==> config.mk <==
export PLATFORM = sky130hd
export DESIGN_NAME = protobuf_datum_field_decoder_flat
export DESIGN_NICKNAME = d
export VERILOG_FILES = /design/src/design/pbdec_pkg.sv /design/src/design/pbdec_if.sv /design/src/design/pbdec_core.sv /design/src/design/pbdec_obuf.sv /design/src/design/protobuf_datum_field_decoder.sv /design/src/flat_wrapper.sv
export SDC_FILE = /design/constraint.sdc
export NUM_CORES = 1
export LEC_CHECK = 0
export ABC_CLOCK_PERIOD_IN_PS = 6700
export BUFFER_PORTS_ARGS = -buffer_cell sky130_fd_sc_hd__clkbuf_2
export CORE_MARGIN = 8
export CORE_UTILIZATION = 40
export DETAILED_ROUTE_END_ITERATION = 8
export PLACE_DENSITY = 0.67
export SYNTH_ARGS = -nofsm -noshare
export SYNTH_HDL_FRONTEND = slang
export SYNTH_HIERARCHICAL = 1
export SYNTH_SLANG_ARGS = --single-unit
==> constraint.sdc <==
create_clock -name clk -period 6.7 [get_ports clk]
set_input_delay 0.335 -clock clk [delete_from_list [all_inputs] [get_ports clk]]
set_output_delay 0.335 -clock clk [all_outputs]
set_load 0.03 [all_outputs]
==> src/design/pbdec_pkg.sv <==
// ----------------------------------------------------------------------------
// pbdec_pkg
// Shared types and constants of the image record field decoder.
// ----------------------------------------------------------------------------
package pbdec_pkg;

  localparam int LENGTH_BITS      = 32;
  localparam int MAX_VARINT_BYTES = 10;
  localparam int ACC_W            = 64;
  localparam int POS_W            = $clog2(MAX_VARINT_BYTES + 1);
  localparam int FN_W             = 29;
  localparam int FLD_W            = 3;

  typedef enum logic [3:0] {
    K_CHANNELS     = 4'd0,
    K_HEIGHT       = 4'd1,
    K_WIDTH        = 4'd2,
    K_LABEL        = 4'd3,
    K_ENCODED      = 4'd4,
    K_FLOAT        = 4'd5,
    K_IMGLEN       = 4'd6,
    K_IMGBYTE      = 4'd7,
    K_BADTYPE      = 4'd8,
    K_UNKNOWN      = 4'd9,
    K_LONGVARINT   = 4'd10,
    K_BIGLENGTH    = 4'd11,
    K_ENDCLEAN     = 4'd12,
    K_ENDTRUNCATED = 4'd13
  } kind_t;

  localparam logic [2:0] WT_VARINT  = 3'd0;
  localparam logic [2:0] WT_LEN     = 3'd2;
  localparam logic [2:0] WT_FIXED32 = 3'd5;

  localparam logic [FN_W-1:0] FN_CHANNELS = FN_W'(1);
  localparam logic [FN_W-1:0] FN_HEIGHT   = FN_W'(2);
  localparam logic [FN_W-1:0] FN_WIDTH    = FN_W'(3);
  localparam logic [FN_W-1:0] FN_IMAGE    = FN_W'(4);
  localparam logic [FN_W-1:0] FN_LABEL    = FN_W'(5);
  localparam logic [FN_W-1:0] FN_FLOAT    = FN_W'(6);
  localparam logic [FN_W-1:0] FN_ENCODED  = FN_W'(7);

  typedef struct packed {
    kind_t            kind;
    logic [31:0]      value;
    logic [FN_W-1:0]  field_number;
    logic [2:0]       wire_type;
    logic             message_end;
  } res_t;

endpackage

==> src/design/pbdec_if.sv <==
// ----------------------------------------------------------------------------
// pbdec_if
// Valid/ready channels of the decoder: byte input and decoded record output.
// ----------------------------------------------------------------------------
interface pbdec_in_if;
  logic       valid;
  logic       ready;
  logic [7:0] data_byte;
  logic       last_byte;

  modport source (output valid, output data_byte, output last_byte, input ready);
  modport sink   (input valid, input data_byte, input last_byte, output ready);
endinterface

interface pbdec_out_if;
  logic        valid;
  logic        ready;
  logic [3:0]  kind;
  logic [31:0] value;
  logic [28:0] field_number;
  logic [2:0]  wire_type;
  logic        message_end;

  modport source (output valid, output kind, output value, output field_number,
                  output wire_type, output message_end, input ready);
  modport sink   (input valid, input kind, input value, input field_number,
                  input wire_type, input message_end, output ready);
endinterface

==> src/design/pbdec_core.sv <==
// ----------------------------------------------------------------------------
// pbdec_core
// Parser state and per-byte decode: tag, varint, length, bytes and fixed32.
// ----------------------------------------------------------------------------
module pbdec_core (
  input  logic            clk,
  input  logic            rst_n,
  input  logic            step,
  input  logic [7:0]      data_byte,
  input  logic            last_byte,
  output logic            res_valid,
  output pbdec_pkg::res_t res
);
  import pbdec_pkg::*;

  typedef enum logic [2:0] {
    PH_TAG   = 3'd0,
    PH_VAL   = 3'd1,
    PH_LEN   = 3'd2,
    PH_BYTES = 3'd3,
    PH_FIX   = 3'd4,
    PH_HALT  = 3'd5
  } phase_t;

  phase_t                 phase_r, phase_nxt;
  logic [ACC_W-1:0]       acc_r, acc_nxt;
  logic [POS_W-1:0]       pos_r, pos_nxt;
  logic [FLD_W-1:0]       fld_r, fld_nxt;
  logic [LENGTH_BITS-1:0] rem_r, rem_nxt;

  logic [POS_W+2:0]       shift_full;
  logic [5:0]             shamt;
  logic [ACC_W-1:0]       acc_or;
  logic [ACC_W-1:0]       acc_fix;
  logic [POS_W-1:0]       pos_inc;
  logic                   vdone;
  logic                   vlong;
  logic [FN_W-1:0]        tag_fn;
  logic [2:0]             tag_wt;
  logic [LENGTH_BITS-1:0] rem_dec;
  logic                   hit;
  logic                   trunc;

  assign shift_full = {pos_r, 3'b000} - {3'b000, pos_r};
  assign shamt      = shift_full[5:0];
  assign acc_or     = acc_r | ({{(ACC_W-7){1'b0}}, data_byte[6:0]} << shamt);
  assign acc_fix    = acc_r | ({{(ACC_W-8){1'b0}}, data_byte} << {pos_r[1:0], 3'b000});
  assign pos_inc    = pos_r + POS_W'(1);
  assign vdone      = !data_byte[7];
  assign vlong      = data_byte[7] && (pos_inc >= POS_W'(MAX_VARINT_BYTES));
  assign tag_fn     = acc_or[31:3];
  assign tag_wt     = acc_or[2:0];
  assign rem_dec    = (rem_r != '0) ? rem_r - LENGTH_BITS'(1) : rem_r;

  always_comb begin
    phase_nxt = phase_r;
    acc_nxt   = acc_r;
    pos_nxt   = pos_r;
    fld_nxt   = fld_r;
    rem_nxt   = rem_r;
    hit       = 1'b0;
    res       = '0;
    trunc     = 1'b0;

    case (phase_r)
      PH_TAG: begin
        if (pos_r == '0 && data_byte == 8'h00) begin
          phase_nxt = PH_HALT;
        end else if (vlong) begin
          hit       = 1'b1;
          res.kind  = K_LONGVARINT;
          phase_nxt = PH_HALT;
          acc_nxt   = acc_or;
          pos_nxt   = pos_inc;
        end else if (!vdone) begin
          acc_nxt = acc_or;
          pos_nxt = pos_inc;
        end else begin
          acc_nxt = '0;
          pos_nxt = '0;
          fld_nxt = '0;
          res.field_number = tag_fn;
          res.wire_type    = tag_wt;
          if (tag_fn == FN_CHANNELS || tag_fn == FN_HEIGHT || tag_fn == FN_WIDTH ||
              tag_fn == FN_LABEL || tag_fn == FN_ENCODED) begin
            if (tag_wt != WT_VARINT) begin
              hit      = 1'b1;
              res.kind = K_BADTYPE;
            end else begin
              fld_nxt   = tag_fn[FLD_W-1:0];
              phase_nxt = PH_VAL;
            end
          end else if (tag_fn == FN_IMAGE) begin
            if (tag_wt != WT_LEN) begin
              hit      = 1'b1;
              res.kind = K_BADTYPE;
            end else begin
              fld_nxt   = tag_fn[FLD_W-1:0];
              phase_nxt = PH_LEN;
            end
          end else if (tag_fn == FN_FLOAT) begin
            if (tag_wt != WT_FIXED32) begin
              hit      = 1'b1;
              res.kind = K_BADTYPE;
            end else begin
              fld_nxt   = tag_fn[FLD_W-1:0];
              phase_nxt = PH_FIX;
            end
          end else begin
            hit       = 1'b1;
            res.kind  = K_UNKNOWN;
            phase_nxt = PH_HALT;
          end
        end
      end

      PH_VAL: begin
        res.field_number = FN_W'(fld_r);
        res.wire_type    = WT_VARINT;
        if (vlong) begin
          hit       = 1'b1;
          res.kind  = K_LONGVARINT;
          phase_nxt = PH_HALT;
          acc_nxt   = acc_or;
          pos_nxt   = pos_inc;
        end else if (vdone) begin
          hit       = 1'b1;
          res.value = acc_or[31:0];
          case (FN_W'(fld_r))
            FN_CHANNELS: res.kind = K_CHANNELS;
            FN_HEIGHT:   res.kind = K_HEIGHT;
            FN_WIDTH:    res.kind = K_WIDTH;
            FN_LABEL:    res.kind = K_LABEL;
            default: begin
              res.kind  = K_ENCODED;
              res.value = {31'd0, acc_or[31:0] != 32'd0};
            end
          endcase
          phase_nxt = PH_TAG;
          acc_nxt   = '0;
          pos_nxt   = '0;
          fld_nxt   = '0;
        end else begin
          acc_nxt = acc_or;
          pos_nxt = pos_inc;
        end
      end

      PH_LEN: begin
        res.field_number = FN_IMAGE;
        res.wire_type    = WT_LEN;
        if (vlong) begin
          hit       = 1'b1;
          res.kind  = K_LONGVARINT;
          phase_nxt = PH_HALT;
          acc_nxt   = acc_or;
          pos_nxt   = pos_inc;
        end else if (vdone) begin
          hit       = 1'b1;
          res.value = acc_or[31:0];
          if ((acc_or >> LENGTH_BITS) != '0) begin
            res.kind  = K_BIGLENGTH;
            phase_nxt = PH_HALT;
            acc_nxt   = acc_or;
          end else begin
            res.kind = K_IMGLEN;
            acc_nxt  = '0;
            pos_nxt  = '0;
            rem_nxt  = acc_or[LENGTH_BITS-1:0];
            if (acc_or != '0) begin
              phase_nxt = PH_BYTES;
            end else begin
              phase_nxt = PH_TAG;
              fld_nxt   = '0;
            end
          end
        end else begin
          acc_nxt = acc_or;
          pos_nxt = pos_inc;
        end
      end

      PH_BYTES: begin
        hit              = 1'b1;
        res.kind         = K_IMGBYTE;
        res.value        = {24'd0, data_byte};
        res.field_number = FN_IMAGE;
        res.wire_type    = WT_LEN;
        rem_nxt          = rem_dec;
        if (rem_dec == '0) begin
          phase_nxt = PH_TAG;
          acc_nxt   = '0;
          pos_nxt   = '0;
          fld_nxt   = '0;
        end
      end

      PH_FIX: begin
        pos_nxt = pos_inc;
        if (pos_inc >= POS_W'(4)) begin
          hit              = 1'b1;
          res.kind         = K_FLOAT;
          res.value        = acc_fix[31:0];
          res.field_number = FN_FLOAT;
          res.wire_type    = WT_FIXED32;
          phase_nxt        = PH_TAG;
          acc_nxt          = '0;
          pos_nxt          = '0;
          fld_nxt          = '0;
        end else begin
          acc_nxt = acc_fix;
        end
      end

      default: begin
      end
    endcase

    // end of message: report and return to the reset state
    if (last_byte) begin
      if (!hit) begin
        trunc = (phase_nxt == PH_TAG && pos_nxt != '0) || phase_nxt == PH_VAL ||
                phase_nxt == PH_LEN || phase_nxt == PH_BYTES || phase_nxt == PH_FIX;
        res = '0;
        if (trunc) begin
          res.kind         = K_ENDTRUNCATED;
          res.field_number = FN_W'(fld_nxt);
          if (phase_nxt == PH_LEN || phase_nxt == PH_BYTES) begin
            res.wire_type = WT_LEN;
          end else if (phase_nxt == PH_FIX) begin
            res.wire_type = WT_FIXED32;
          end else begin
            res.wire_type = WT_VARINT;
          end
        end else begin
          res.kind = K_ENDCLEAN;
        end
      end
      hit             = 1'b1;
      res.message_end = 1'b1;
      phase_nxt       = PH_TAG;
      acc_nxt         = '0;
      pos_nxt         = '0;
      fld_nxt         = '0;
      rem_nxt         = '0;
    end
  end

  assign res_valid = step && hit;

  always_ff @(posedge clk) begin
    if (!rst_n) begin
      phase_r <= PH_TAG;
      acc_r   <= '0;
      pos_r   <= '0;
      fld_r   <= '0;
      rem_r   <= '0;
    end else if (step) begin
      phase_r <= phase_nxt;
      acc_r   <= acc_nxt;
      pos_r   <= pos_nxt;
      fld_r   <= fld_nxt;
      rem_r   <= rem_nxt;
    end
  end

`ifndef NO_ASSERTIONS
  a_bytes_nonzero: assert property (@(posedge clk) disable iff (!rst_n)
    phase_r == PH_BYTES |-> rem_r != '0)
    else $error("byte phase with zero bytes remaining");

  a_last_resets: assert property (@(posedge clk) disable iff (!rst_n)
    step && last_byte |=> phase_r == PH_TAG && pos_r == '0 && acc_r == '0)
    else $error("state not cleared after last byte");

  a_pos_bound: assert property (@(posedge clk) disable iff (!rst_n)
    (phase_r == PH_TAG || phase_r == PH_VAL || phase_r == PH_LEN) |->
      pos_r < POS_W'(MAX_VARINT_BYTES))
    else $error("varint byte count out of range");

  a_fix_bound: assert property (@(posedge clk) disable iff (!rst_n)
    phase_r == PH_FIX |-> pos_r < POS_W'(4))
    else $error("fixed32 byte count out of range");
`endif

endmodule

==> src/design/pbdec_obuf.sv <==
// ----------------------------------------------------------------------------
// pbdec_obuf
// Two-entry output buffer: result register plus skid register.
// ----------------------------------------------------------------------------
module pbdec_obuf (
  input  logic              clk,
  input  logic              rst_n,
  input  logic              push,
  input  pbdec_pkg::res_t   push_res,
  output logic              ready,
  pbdec_out_if.source       out_if
);
  import pbdec_pkg::*;

  logic out_valid_r;
  logic skid_valid_r;
  res_t out_r;
  res_t skid_r;

  assign ready = !skid_valid_r;

  always_ff @(posedge clk) begin
    if (!rst_n) begin
      out_valid_r  <= 1'b0;
      skid_valid_r <= 1'b0;
    end else if (!out_valid_r || out_if.ready) begin
      if (skid_valid_r) begin
        out_valid_r  <= 1'b1;
        skid_valid_r <= push;
      end else begin
        out_valid_r  <= push;
      end
    end else if (push) begin
      skid_valid_r <= 1'b1;
    end
  end

  always_ff @(posedge clk) begin
    if (!out_valid_r || out_if.ready) begin
      if (skid_valid_r) begin
        out_r  <= skid_r;
        skid_r <= push_res;
      end else begin
        out_r  <= push_res;
      end
    end else if (push) begin
      skid_r <= push_res;
    end
  end

  assign out_if.valid        = out_valid_r;
  assign out_if.kind         = out_r.kind;
  assign out_if.value        = out_r.value;
  assign out_if.field_number = out_r.field_number;
  assign out_if.wire_type    = out_r.wire_type;
  assign out_if.message_end  = out_r.message_end;

`ifndef NO_ASSERTIONS
  a_skid_implies_out: assert property (@(posedge clk) disable iff (!rst_n)
    skid_valid_r |-> out_valid_r)
    else $error("skid word held with empty result register");

  a_no_push_when_full: assert property (@(posedge clk) disable iff (!rst_n)
    skid_valid_r && !out_if.ready |-> !push)
    else $error("word pushed into full buffer");

  a_out_stable: assert property (@(posedge clk) disable iff (!rst_n)
    out_valid_r && !out_if.ready |=> out_valid_r && $stable(out_r))
    else $error("result word changed while stalled");
`endif

endmodule

==> src/design/protobuf_datum_field_decoder.sv <==
// ----------------------------------------------------------------------------
// protobuf_datum_field_decoder
// Streaming wire-format decoder for an image record, one byte per word.
// ----------------------------------------------------------------------------
// in_if carries one message byte per word with last_byte marking the final
// byte. out_if carries zero or one decoded record per input byte: field
// values, image length and image bytes, fixed32 float bits, error records,
// and an end record when the last byte gives nothing else.
// Throughput is one byte per cycle while in_if.ready is high: the parser state
// (varint accumulator, byte count, field and remaining length) updates once
// per accepted byte. Each record is registered in the result register, or in
// the skid register while the receiver stalls. in_if.ready drops only while
// both hold words, so a stalled receiver costs at most the input side one
// word of slack before back pressure reaches the source.
// Reset (synchronous, rst_n low) empties both output registers and puts the
// parser back at a field boundary; every last byte does the same to the
// parser state.
// ----------------------------------------------------------------------------
module protobuf_datum_field_decoder (
  input  logic         clk,
  input  logic         rst_n,
  pbdec_in_if.sink     in_if,
  pbdec_out_if.source  out_if
);
  import pbdec_pkg::*;

  logic step;
  logic res_valid;
  logic buf_ready;
  res_t res;

  assign in_if.ready = buf_ready;
  assign step        = in_if.valid && buf_ready;

  pbdec_core u_core (
    .clk       (clk),
    .rst_n     (rst_n),
    .step      (step),
    .data_byte (in_if.data_byte),
    .last_byte (in_if.last_byte),
    .res_valid (res_valid),
    .res       (res)
  );

  pbdec_obuf u_obuf (
    .clk      (clk),
    .rst_n    (rst_n),
    .push     (res_valid),
    .push_res (res),
    .ready    (buf_ready),
    .out_if   (out_if)
  );

endmodule

==> src/flat_wrapper.sv <==
// flat-port wrapper written by rule: the top's interface ports become plain ports
module protobuf_datum_field_decoder_flat import pbdec_pkg::*;
  (clk, rst_n, in_if_valid, in_if_data_byte, in_if_last_byte, in_if_ready, out_if_valid, out_if_kind, out_if_value, out_if_field_number, out_if_wire_type, out_if_message_end, out_if_ready);
  pbdec_in_if in_if_i ();
  pbdec_out_if out_if_i ();
  input  logic clk;
  input  logic rst_n;
  input wire logic [$bits(in_if_i.valid)-1:0] in_if_valid;
  input wire logic [$bits(in_if_i.data_byte)-1:0] in_if_data_byte;
  input wire logic [$bits(in_if_i.last_byte)-1:0] in_if_last_byte;
  output wire logic [$bits(in_if_i.ready)-1:0] in_if_ready;
  output wire logic [$bits(out_if_i.valid)-1:0] out_if_valid;
  output wire logic [$bits(out_if_i.kind)-1:0] out_if_kind;
  output wire logic [$bits(out_if_i.value)-1:0] out_if_value;
  output wire logic [$bits(out_if_i.field_number)-1:0] out_if_field_number;
  output wire logic [$bits(out_if_i.wire_type)-1:0] out_if_wire_type;
  output wire logic [$bits(out_if_i.message_end)-1:0] out_if_message_end;
  input wire logic [$bits(out_if_i.ready)-1:0] out_if_ready;
  assign in_if_i.valid = in_if_valid;
  assign in_if_i.data_byte = in_if_data_byte;
  assign in_if_i.last_byte = in_if_last_byte;
  assign in_if_ready = in_if_i.ready;
  assign out_if_valid = out_if_i.valid;
  assign out_if_kind = out_if_i.kind;
  assign out_if_value = out_if_i.value;
  assign out_if_field_number = out_if_i.field_number;
  assign out_if_wire_type = out_if_i.wire_type;
  assign out_if_message_end = out_if_i.message_end;
  assign out_if_i.ready = out_if_ready;
  protobuf_datum_field_decoder u_core (.clk(clk), .rst_n(rst_n), .in_if(in_if_i), .out_if(out_if_i));
endmodule
# Word level (Yosys, flattened, before mapping)
# Index checks and enable logic that the tools add are counted.
# classes
magnitude_cmp,2
n_reduce_logical,37
mux,117
n_eq_ne,27
add_sub_neg,3
shifts,2
bitwise,2
# ops
cell,count
64-bit 2-to-1 mux,9
69-bit 2-to-1 mux,6
32-bit 2-to-1 mux,11
64-bit one-hot mux with 5 select lines,1
32-bit one-hot mux with 4 select lines,2
64-bit bitwise OR,2
64-bit nonzero test,2
29-bit by 3-bit equality test with 1-bit output (second input constant),4
3-bit 2-to-1 mux,37
4-bit 2-to-1 mux,21
67-bit 2-to-1 mux,1
32-bit one-hot mux with 2 select lines,1
32-bit nonzero test,2
7-bit by 6-bit left shift with 64-bit output,1
8-bit by 5-bit left shift with 64-bit output,1
29-bit by 2-bit equality test with 1-bit output (second input constant),2
4-bit one-hot mux with 5 select lines,2
36-bit 2-to-1 mux,1
35-bit 2-to-1 mux,1
32-bit logical NOT,1
32-bit by 1-bit subtractor with 32-bit output (second input constant),1
3-bit one-hot mux with 5 select lines,2
29-bit by 1-bit equality test with 1-bit output (second input constant),1
3-bit by 2-bit equality test with 1-bit output (second input constant),6
other kinds (29),72
# totals
wordCells,207
reg_bits,246
input_bits,13
output_inout_bits,71

# Depth between registers and ports, before layout
# Gate-level depths: netlist of the first run.
# depth
word_depth,24
mapped_depth,20
ltp_nobuf,14

# Modules after synthesis
# Netlist of the first run, hierarchy kept.
# modules_own_cells
mod,instances,area_per_inst_um2,cells_per_inst
pbdec_core,1,9061.2,1249
pbdec_obuf,1,5411.4,226
protobuf_datum_field_decoder,1,6.3,1

# Worst setup path before layout of the first run
# OpenSTA, ideal clock, no wires.
# synth_timing
path_type,register -> register
from,register u_core.u_core.pos_r[0]
to,register u_core/u_obuf/skid_r[0] (netlist name) (enable)
synth_period_minus_slack_ns,6.074
path_slack_ns,0.626
arrival_ns,5.569
path_stages_with_launch,17
path_cell_list,dfxtp_1 buf_2 inv_1 clkbuf_1 ha_1 buf_2 buf_2 nor3b_1 mux2i_1 o31ai_1 o21ai_0 a22oi_1 nor4_1 o21ai_0 o21a_1 nand2_1 o21ai_1
# synth_between
elab_chain_cells,17
# synth_rtl
item,line_no,rtl
start: declaration,pbdec_core.sv:27,"logic [POS_W-1:0] pos_r, pos_nxt;"
start signal: assignment,pbdec_core.sv:261,pos_r <= pos_nxt;
6-bit by 4-bit subtractor with 6-bit output,pbdec_core.sv:44,"assign shift_full = {pos_r, 3'b000} - {3'b000, pos_r};"
7-bit by 6-bit left shift with 64-bit output,pbdec_core.sv:46,"assign acc_or = acc_r | ({{(ACC_W-7){1'b0}}, data_byte[6:0]} << shamt);"
64-bit bitwise OR,pbdec_core.sv:46,
29-bit by 1-bit equality test with 1-bit output or 29-bit by 2-bit equality test with 1-bit output (tied branches),pbdec_core.sv:84,if (tag_fn == FN_CHANNELS || tag_fn == FN_HEIGHT || tag_fn == FN_WIDTH ||
1-bit logical OR (3 in series),pbdec_core.sv:84,
1-bit logical OR,pbdec_core.sv:85,tag_fn == FN_LABEL || tag_fn == FN_ENCODED) begin
1-bit 2-to-1 mux,pbdec_core.sv:84,
1-bit 2-to-1 mux,pbdec_core.sv:75,end else if (!vdone) begin
1-bit 2-to-1 mux,pbdec_core.sv:69,end else if (vlong) begin
1-bit 2-to-1 mux,pbdec_core.sv:67,if (pos_r == '0 && data_byte == 8'h00) begin
1-bit one-hot mux with 4 select lines (*),pbdec_core.sv:65,case (phase_r)
1-bit 2-to-1 mux (*),pbdec_core.sv:220,if (last_byte) begin
1-bit logical AND (*),pbdec_core.sv:249,assign res_valid = step && hit;
named net u_core.res_valid,protobuf_datum_field_decoder.sv:28,logic res_valid;
2-bit nonzero test (no line) (*),-,
2-bit AND reduction (no line) (*),-,
end signal: assignment,pbdec_obuf.sv:42,skid_r <= push_res;
end signal: assignment,pbdec_obuf.sv:47,skid_r <= push_res;
end: declaration,pbdec_obuf.sv:18,res_t skid_r;
# Mark *: on every way through the listed nets, which the timed path passes. The rest lies on a longest branch.
# A chain may end at the register's enable or synchronous reset.

==> key figures, run 1 <==
Global route
  • Met3 Use GR: 0.03746
  • Overflow after GRT: 0
  • Antenna violations before repair: 0
  • Busiest grt layer: met1
  • Number of global-route vias before repair: 11970
  • Wire length of the first global-routing pass: 75.62 mm
  • Met2 track utilization from global routing: 0.3266
  • Combined global-route utilization of all metal layers: 0.2287
  • Largest net degree at the start of global routing: 70
  • Met1 demand-to-capacity share in global routing: 0.3325

Floorplanning
  • Floorplan die area: 0.04254 mm2
  • Number of rows in the core area: 69
  • Number of top-level pins: 84
  • Die Height: 206.3 um
  • Die width: 206.3 um
  • Effective utilization at floorplan: 0.4071
  • Placeable Area: 0.03557 mm2

CTS
  • H-tree depth reported by CTS: 1
  • Buffers inserted by post-CTS timing repair: 0
  • Resize count post-CTS: 0
  • Hold buffer count at cts: 0
  • Clock tree from TritonCTS: built
  • Sinks on the clock net: 246
  • CTS Buf Count: 27
  • Maximum buffer depth of the clock tree: 3
  • Clock tree root buffer cell: sky130_fd_sc_hd__clkbuf_16
  • Insertion delay to the later sink of the worst-skew pair: 550 ps
  • Clock transition at the registers of the reported paths: 60 ps

Logic synthesis
  • Mapped Cells: 1476
  • Most area-hungry cell type in the Yosys netlist: sky130_fd_sc_hd__edfxtp_1
  • Leading post-synthesis cells by instance count: 138 x sky130_fd_sc_hd__edfxtp_1, 113 x sky130_fd_sc_hd__nor2_1, 108 x sky130_fd_sc_hd__dfxtp_1, 106 x sky130_fd_sc_hd__a21oi_1, 99 x sky130_fd_sc_hd__nand2_1
  • Share of flip-flops with an asynchronous set or reset after synthesis: 0
  • Cells taking the most area after synthesis: sky130_fd_sc_hd__edfxtp_1 29%, sky130_fd_sc_hd__dfxtp_1 15%, sky130_fd_sc_hd__mux2_4 6.8%
  • Number of enable flip-flop cells after synthesis: 138
  • Post-synthesis instance area: 0.01448 mm2
  • Number of library cell types mapped by synthesis: 93
  • Syn nets: 1494
  • Total number of yosys warnings: 6
  • Share of Yosys cell area claimed by the top area cell type: 0.2862
  • Synthesized area divided by synthesized cell count: 9.810 um2
  • Most frequent cell after synthesis: sky130_fd_sc_hd__edfxtp_1
  • Most used DFF post-synth: sky130_fd_sc_hd__edfxtp_1
  • Synth Register Bits: 246
  • Sequential element share of the synthesized area: 0.4355

Timing
  • Number of pins exceeding their max-slew limit in the final report: 0
  • Least setup slack across all paths after layout: 879.7 ps
  • Fmax: 171.8 MHz
  • Part of the cycle the worst path needs: 0.8687
  • Transition time at the pin with the least slew margin: 1241 ps
  • Final setup violation count: 0
  • Unrepaired setup endpoints after global routing: false
  • Setup TNS: 0 ps
  • Hold slack: 165.3 ps
  • Final count of hold timing violations: 0
  • Minimum clock period after layout: 5820 ps
  • Slew headroom: 0.1728
  • Final Skew: 21.72 ps

Layout
  • Finished Core Util: 0.4535
  • Total inserted antenna cells: 0
  • Fraction of layout instances using a drive strength above 1: 0.1909
  • Area delta synth->final: 11.40%
  • Filler cells: 3435
  • Post-route cell area: 0.01613 mm2
  • Total Nets Final: 1543

Setup path
  • Element type at the critical path start: flop
  • CP max FO: 26
  • Required arrival time at the worst endpoint: 6990 ps
  • Endpoint class of the critical path: flop
  • Critical path class: reg2reg
  • Crit path DAT: 6110 ps

Route
  • DRT iter0 DRCs: 1455
  • Post-detailed-route wirelength per cell: 25.02 um
  • Wire length reported by the detailed router: 50.20 mm
  • Length of the first detailed-routing pass in iterations: 6
  • Vias per std cell: 6.470
  • Remaining number of nets flagged by the antenna check after routing: 0
  • Total vias in the final route: 12980
  • Post-route DRC: 0

Place
  • Total cell area at the placement stage: 0.01529 mm2
  • DP Worst Slack: 1029 ps
  • Post-detail-place hpwl: 35.78 mm
  • Gpl congestion: 0.9913
  • Port Buf Inserts: 83

Run
  • Max Cap Violations: 0

Power
  • P per Cell Area: 240.9 mW/mm2
  • Total leakage power: 5.949 nW
  • Worst IR drop on VDD: 224.3 uV

Hold path
  • HP Class: in2reg

Outcome
  • Outcome: finished clean
worst max-delay path, cell delays in order (launching register included):
cell,delay (ps)
sky130_fd_sc_hd__dfxtp_1,350
sky130_fd_sc_hd__inv_1,120
sky130_fd_sc_hd__ha_1,790
sky130_fd_sc_hd__and3b_1,260
sky130_fd_sc_hd__o311a_1,420
sky130_fd_sc_hd__a21oi_1,590
sky130_fd_sc_hd__inv_1,180
sky130_fd_sc_hd__a2111oi_0,800
sky130_fd_sc_hd__a22oi_1,300
sky130_fd_sc_hd__nor4_1,420
sky130_fd_sc_hd__o211ai_1,430
sky130_fd_sc_hd__nand2_1,170
sky130_fd_sc_hd__buf_4,300
sky130_fd_sc_hd__nor2_1,140
sky130_fd_sc_hd__mux2_4,300
cell usage in the layout, fill, tap and decap left out, drive strengths merged, types with 27 or more instances in the layout:
| master | count |
|---|---|
| edfxtp | 138 |
| clkbuf | 116 |
| nor2 | 113 |
| dfxtp | 108 |
| a21oi | 107 |
| nand2 | 99 |
| o21ai | 89 |
| mux2 | 78 |
| o22ai | 56 |
| buf | 52 |
| nor3 | 50 |
| a22o | 36 |
| nor4 | 34 |
| nor2b | 33 |
| a21boi | 28 |
| nand3 | 27 |
final cells by class:
cell class | count | area [um2] | area share
Clock buffer | 33 | 698.2 | 0.04329
Clock inverter | 16 | 143.9 | 0.008921
Inverter | 25 | 93.84 | 0.005818
Multi-Input combinational cell | 1090 | 7501 | 0.4651
Sequential cell | 246 | 6310 | 0.3912
Tap cell | 461 | 576.8 | 0.03576
Timing Repair Buffer | 135 | 805.8 | 0.04996
path summary, 6_finish.rpt:
check / from / end / slack, ps / depth (start not counted)
worst min register to register: u_core/u_core/acc_r[57]$_SDFFE_PN0P_ / u_core/u_core/acc_r[57]$_SDFFE_PN0P_ / 470 / 1
worst max-delay path: u_core/u_core/pos_r[3]$_SDFFE_PN0P_ / u_core/u_obuf/out_if.field_number[20]$_DFFE_PP_ / 880 / 14
worst min-delay path: out_if_ready / u_core/u_obuf/skid_valid_r$_SDFFE_PN0P_ / 170 / 4
worst max register to register: u_core/u_core/pos_r[3]$_SDFFE_PN0P_ / u_core/u_obuf/out_if.field_number[20]$_DFFE_PP_ / 880 / 14
power breakdown:
part | leakage (nW) | switching (mW) | total [mW] | internal (mW)
sequential | 2.29 | 0.0289 | 1.68 | 1.65
clock | 0.403 | 0.627 | 1.45 | 0.820
combinational | 3.25 | 0.525 | 0.758 | 0.232
metrics by stage:
step / cells / power (mW)
finish: 2006 / 3.885
global route: 2006 / 4.016
CTS: 2006 / 3.891
detailed placement: 1957 / 2.453
global placement: 1957 / 2.452
floorplan: 1476 / 2.207
sequential cells by signal (all words and copies together), names as in the netlist, 3 cells and up:
register / cells
u_core/u_obuf/skid_r: 69
u_core/u_core/acc_r: 64
u_core/u_core/rem_r: 32
u_core/u_obuf/out_if.value: 32
u_core/u_obuf/out_if.field_number: 29
u_core/u_core/pos_r: 4
u_core/u_obuf/out_if.kind: 4
u_core/u_core/fld_r: 3
u_core/u_core/phase_r: 3
u_core/u_obuf/out_if.wire_type: 3
routing by layer:
metal  routed length (um)  vias to the layer above
met3                 4554                      109
met5                    0                        -
met4                 2384                        0
met2                20900                      758
li1                     -                     5815
met1                22360                     6296
cells by family after synthesis:
kind of cell,count (synthesis),share of synthesized area
AND/OR/NAND/NOR,474,0.1717
multiplexers,89,0.08970
buffers and inverters,140,0.04830
XOR/XNOR,13,0.007864
AO/OA/AOI/OAI,509,0.2426
adder cells (fa/ha/maj),5,0.004321
flip-flops,246,0.4355
Power figures use the tool's default switching activity.
==> run 2: changes to the inputs <==
Settings changed: RECOVER_POWER set to 50.
==> key figures, run 2 (synthesized netlist as in run 1, its figures left out) <==
Outcome
  • Outcome: finished, violations left
  • Violations in the final reports: capacitance limit, slew limit

Place
  • Total cell area at the placement stage: 0.01529 mm2
  • Port Buf Inserts: 83
  • DP Worst Slack: 1029 ps
  • Inst Count DP: 1957
  • Gpl congestion: 0.9913
  • Post-detail-place hpwl: 35.78 mm

Setup path
  • Most repeated library cell on the critical path: sky130_fd_sc_hd__clkbuf_1
  • Launch point of the worst path: u_core/u_core/pos_r[0]$_SDFFE_PN0P_
  • Critical path's slowest cell: sky130_fd_sc_hd__mux4_2
  • Reg2Reg Depth: 15
  • Critical path class: reg2reg
  • List of cells traversed by the critical path: inv_1, ha_1, clkbuf_1, mux4_2, a21boi_0, nor2_1, o2111ai_1, a2111o_1, o21bai_1, clkbuf_1, a32oi_1, or4_4, or4b_1, nand3_1, mux2_2
  • Register-to-Register Setup Slack: 630 ps
  • Logic depth of the worst setup path including buffers: 15
  • Crit path capture: u_core/u_obuf/out_if.kind[0]$_DFFE_PP_
  • R2r startpoint: u_core/u_core/pos_r[0]$_SDFFE_PN0P_
  • Critical R2R Capture: u_core/u_obuf/out_if.kind[0]$_DFFE_PP_
  • Crit path DAT: 6350 ps
  • CP max FO: 13
  • Element type at the critical path start: flop
  • Top Family by Delay on Critical Path: simple AND/OR/NAND/NOR gates
  • Maximum single-stage delay on the critical path: 720 ps
  • Endpoint class of the critical path: flop
  • Required arrival time at the worst endpoint: 6990 ps
  • Buffers and inverters on the worst path: 3

Layout
  • Area delta synth->final: 9.497%
  • Filler cells: 3516
  • Largest registers: u_core/u_obuf/skid_r: 69 flops, u_core/u_core/acc_r: 64 flops
  • Most frequent standard cell in the layout excluding fill and tap cells: sky130_fd_sc_hd__edfxtp_1
  • Max FFs per register: 69
  • Commonest cells after routing, fill and taps aside: 138 x sky130_fd_sc_hd__edfxtp_1, 113 x sky130_fd_sc_hd__nor2_1, 108 x sky130_fd_sc_hd__dfxtp_1
  • Count of placed standard cells in the final layout, fillers left out: 2006
  • Post-route cell area: 0.01585 mm2
  • Fraction of layout instances using a drive strength above 1: 0.1100
  • Total Nets Final: 1543
  • Register with the highest flop count: u_core/u_obuf/skid_r
  • Total inserted antenna cells: 0

CTS
  • Maximum buffer depth of the clock tree: 3
  • Clock transition at the registers of the reported paths: 60 ps
  • Clock tree from TritonCTS: built
  • H-tree depth reported by CTS: 1
  • Sinks on the clock net: 246
  • Clock tree root buffer cell: sky130_fd_sc_hd__clkbuf_16
  • Resize count post-CTS: 0
  • Buffers inserted by post-CTS timing repair: 0
  • Insertion delay to the later sink of the worst-skew pair: 550 ps
  • CTS Buf Count: 27
  • Hold buffer count at cts: 0

Power
  • Worst IR drop on VDD: 222.0 uV
  • P per Cell Area: 244.0 mW/mm2
  • Total leakage power: 5.663 nW

Timing
  • Minimum clock period after layout: 6067 ps
  • Hold slack: 185.6 ps
  • Setup TNS: 0 ps
  • Final count of hold timing violations: 0
  • Fmax: 164.8 MHz
  • Slew headroom: -1.458
  • Final setup violation count: 0
  • Unrepaired setup endpoints after global routing: false
  • Part of the cycle the worst path needs: 0.9055
  • Transition time at the pin with the least slew margin: 3687 ps
  • Number of pins exceeding their max-slew limit in the final report: 204
  • Least setup slack across all paths after layout: 632.9 ps
  • Final Skew: 20.77 ps

Route
  • DRT iter0 DRCs: 1447
  • Remaining number of nets flagged by the antenna check after routing: 0
  • Vias per std cell: 6.387
  • Length of the first detailed-routing pass in iterations: 5
  • Post-route DRC: 0
  • Wire length reported by the detailed router: 50.25 mm
  • Total vias in the final route: 12810
  • Post-detailed-route wirelength per cell: 25.05 um

Run
  • Max Cap Violations: 5

Global route
  • Largest net degree at the start of global routing: 70
  • Antenna violations before repair: 0
  • Wire length of the first global-routing pass: 75.62 mm
  • Overflow after GRT: 0
  • Combined global-route utilization of all metal layers: 0.2287
  • Number of global-route vias before repair: 11970

Floorplanning
  • Die width: 206.3 um
  • Number of top-level pins: 84
  • Effective utilization at floorplan: 0.4071
  • Floorplan die area: 0.04254 mm2
  • Number of rows in the core area: 69
  • Die Height: 206.3 um
  • Placeable Area: 0.03557 mm2

Hold path
  • HP Class: in2reg
  • Hold path startpoint: out_if_ready
## run 2: final cells by class
type / instances / area (um2) / share of cell area
clock buffer: 33 / 698.2 / 0.04404
clock inverter: 16 / 143.9 / 0.009076
inverter: 25 / 93.84 / 0.005919
multi-input combinational: 1090 / 7373 / 0.4651
sequential: 246 / 6306 / 0.3978
tap: 461 / 576.8 / 0.03638
timing repair buffer: 135 / 661.9 / 0.04175
## run 2: routing by layer
metal | vias to the layer above | global-route usage | wire, um
met5 | - | 0 | 0
met4 | 0 | 0.1052 | 2429
met3 | 116 | 0.03746 | 4554
met2 | 699 | 0.3266 | 20770
met1 | 6188 | 0.3325 | 22490
li1 | 5809 | - | -
## run 2: worst min-delay path by stage
stage	endpoint	cells after the start	slack (ps)
5_1_grt	u_core/u_obuf/skid_valid_r$_SDFFE_PN0P_	4	200
3_3_place_gp	u_core/u_core/acc_r[58]$_SDFFE_PN0P_	1	450
2_1_floorplan	u_core/u_core/acc_r[38]$_SDFFE_PN0P_	1	430
6_report	u_core/u_obuf/skid_valid_r$_SDFFE_PN0P_	4	190
4_1_cts	u_core/u_obuf/skid_valid_r$_SDFFE_PN0P_	4	150
3_5_place_dp	u_core/u_core/acc_r[38]$_SDFFE_PN0P_	1	450
## run 2: worst register-to-register path, delay by kind of cell, from the launching register on
kind / cells / cell delay (ps)
flip-flops: 1 / 350
buffers and inverters: 3 / 980
AO/OA/AOI/OAI: 5 / 1380
multiplexers: 2 / 990
adder cells (fa/ha/maj): 1 / 620
AND/OR/NAND/NOR: 4 / 1500
## run 2: metrics by stage
step / utilization / total power, mW
after floorplan: - / 2.207
after global placement: 0.4298 / 2.452
after detailed placement: 0.4298 / 2.453
after CTS: 0.4535 / 3.891
after global routing: 0.4457 / 4.002
final: 0.4457 / 3.868
## run 2: power breakdown
group	internal (mW)	switching, mW	total (mW)	leakage [nW]
Clock	0.820	0.625	1.44	0.403
Sequential	1.65	0.0287	1.68	2.29
Combinational	0.217	0.524	0.741	2.97
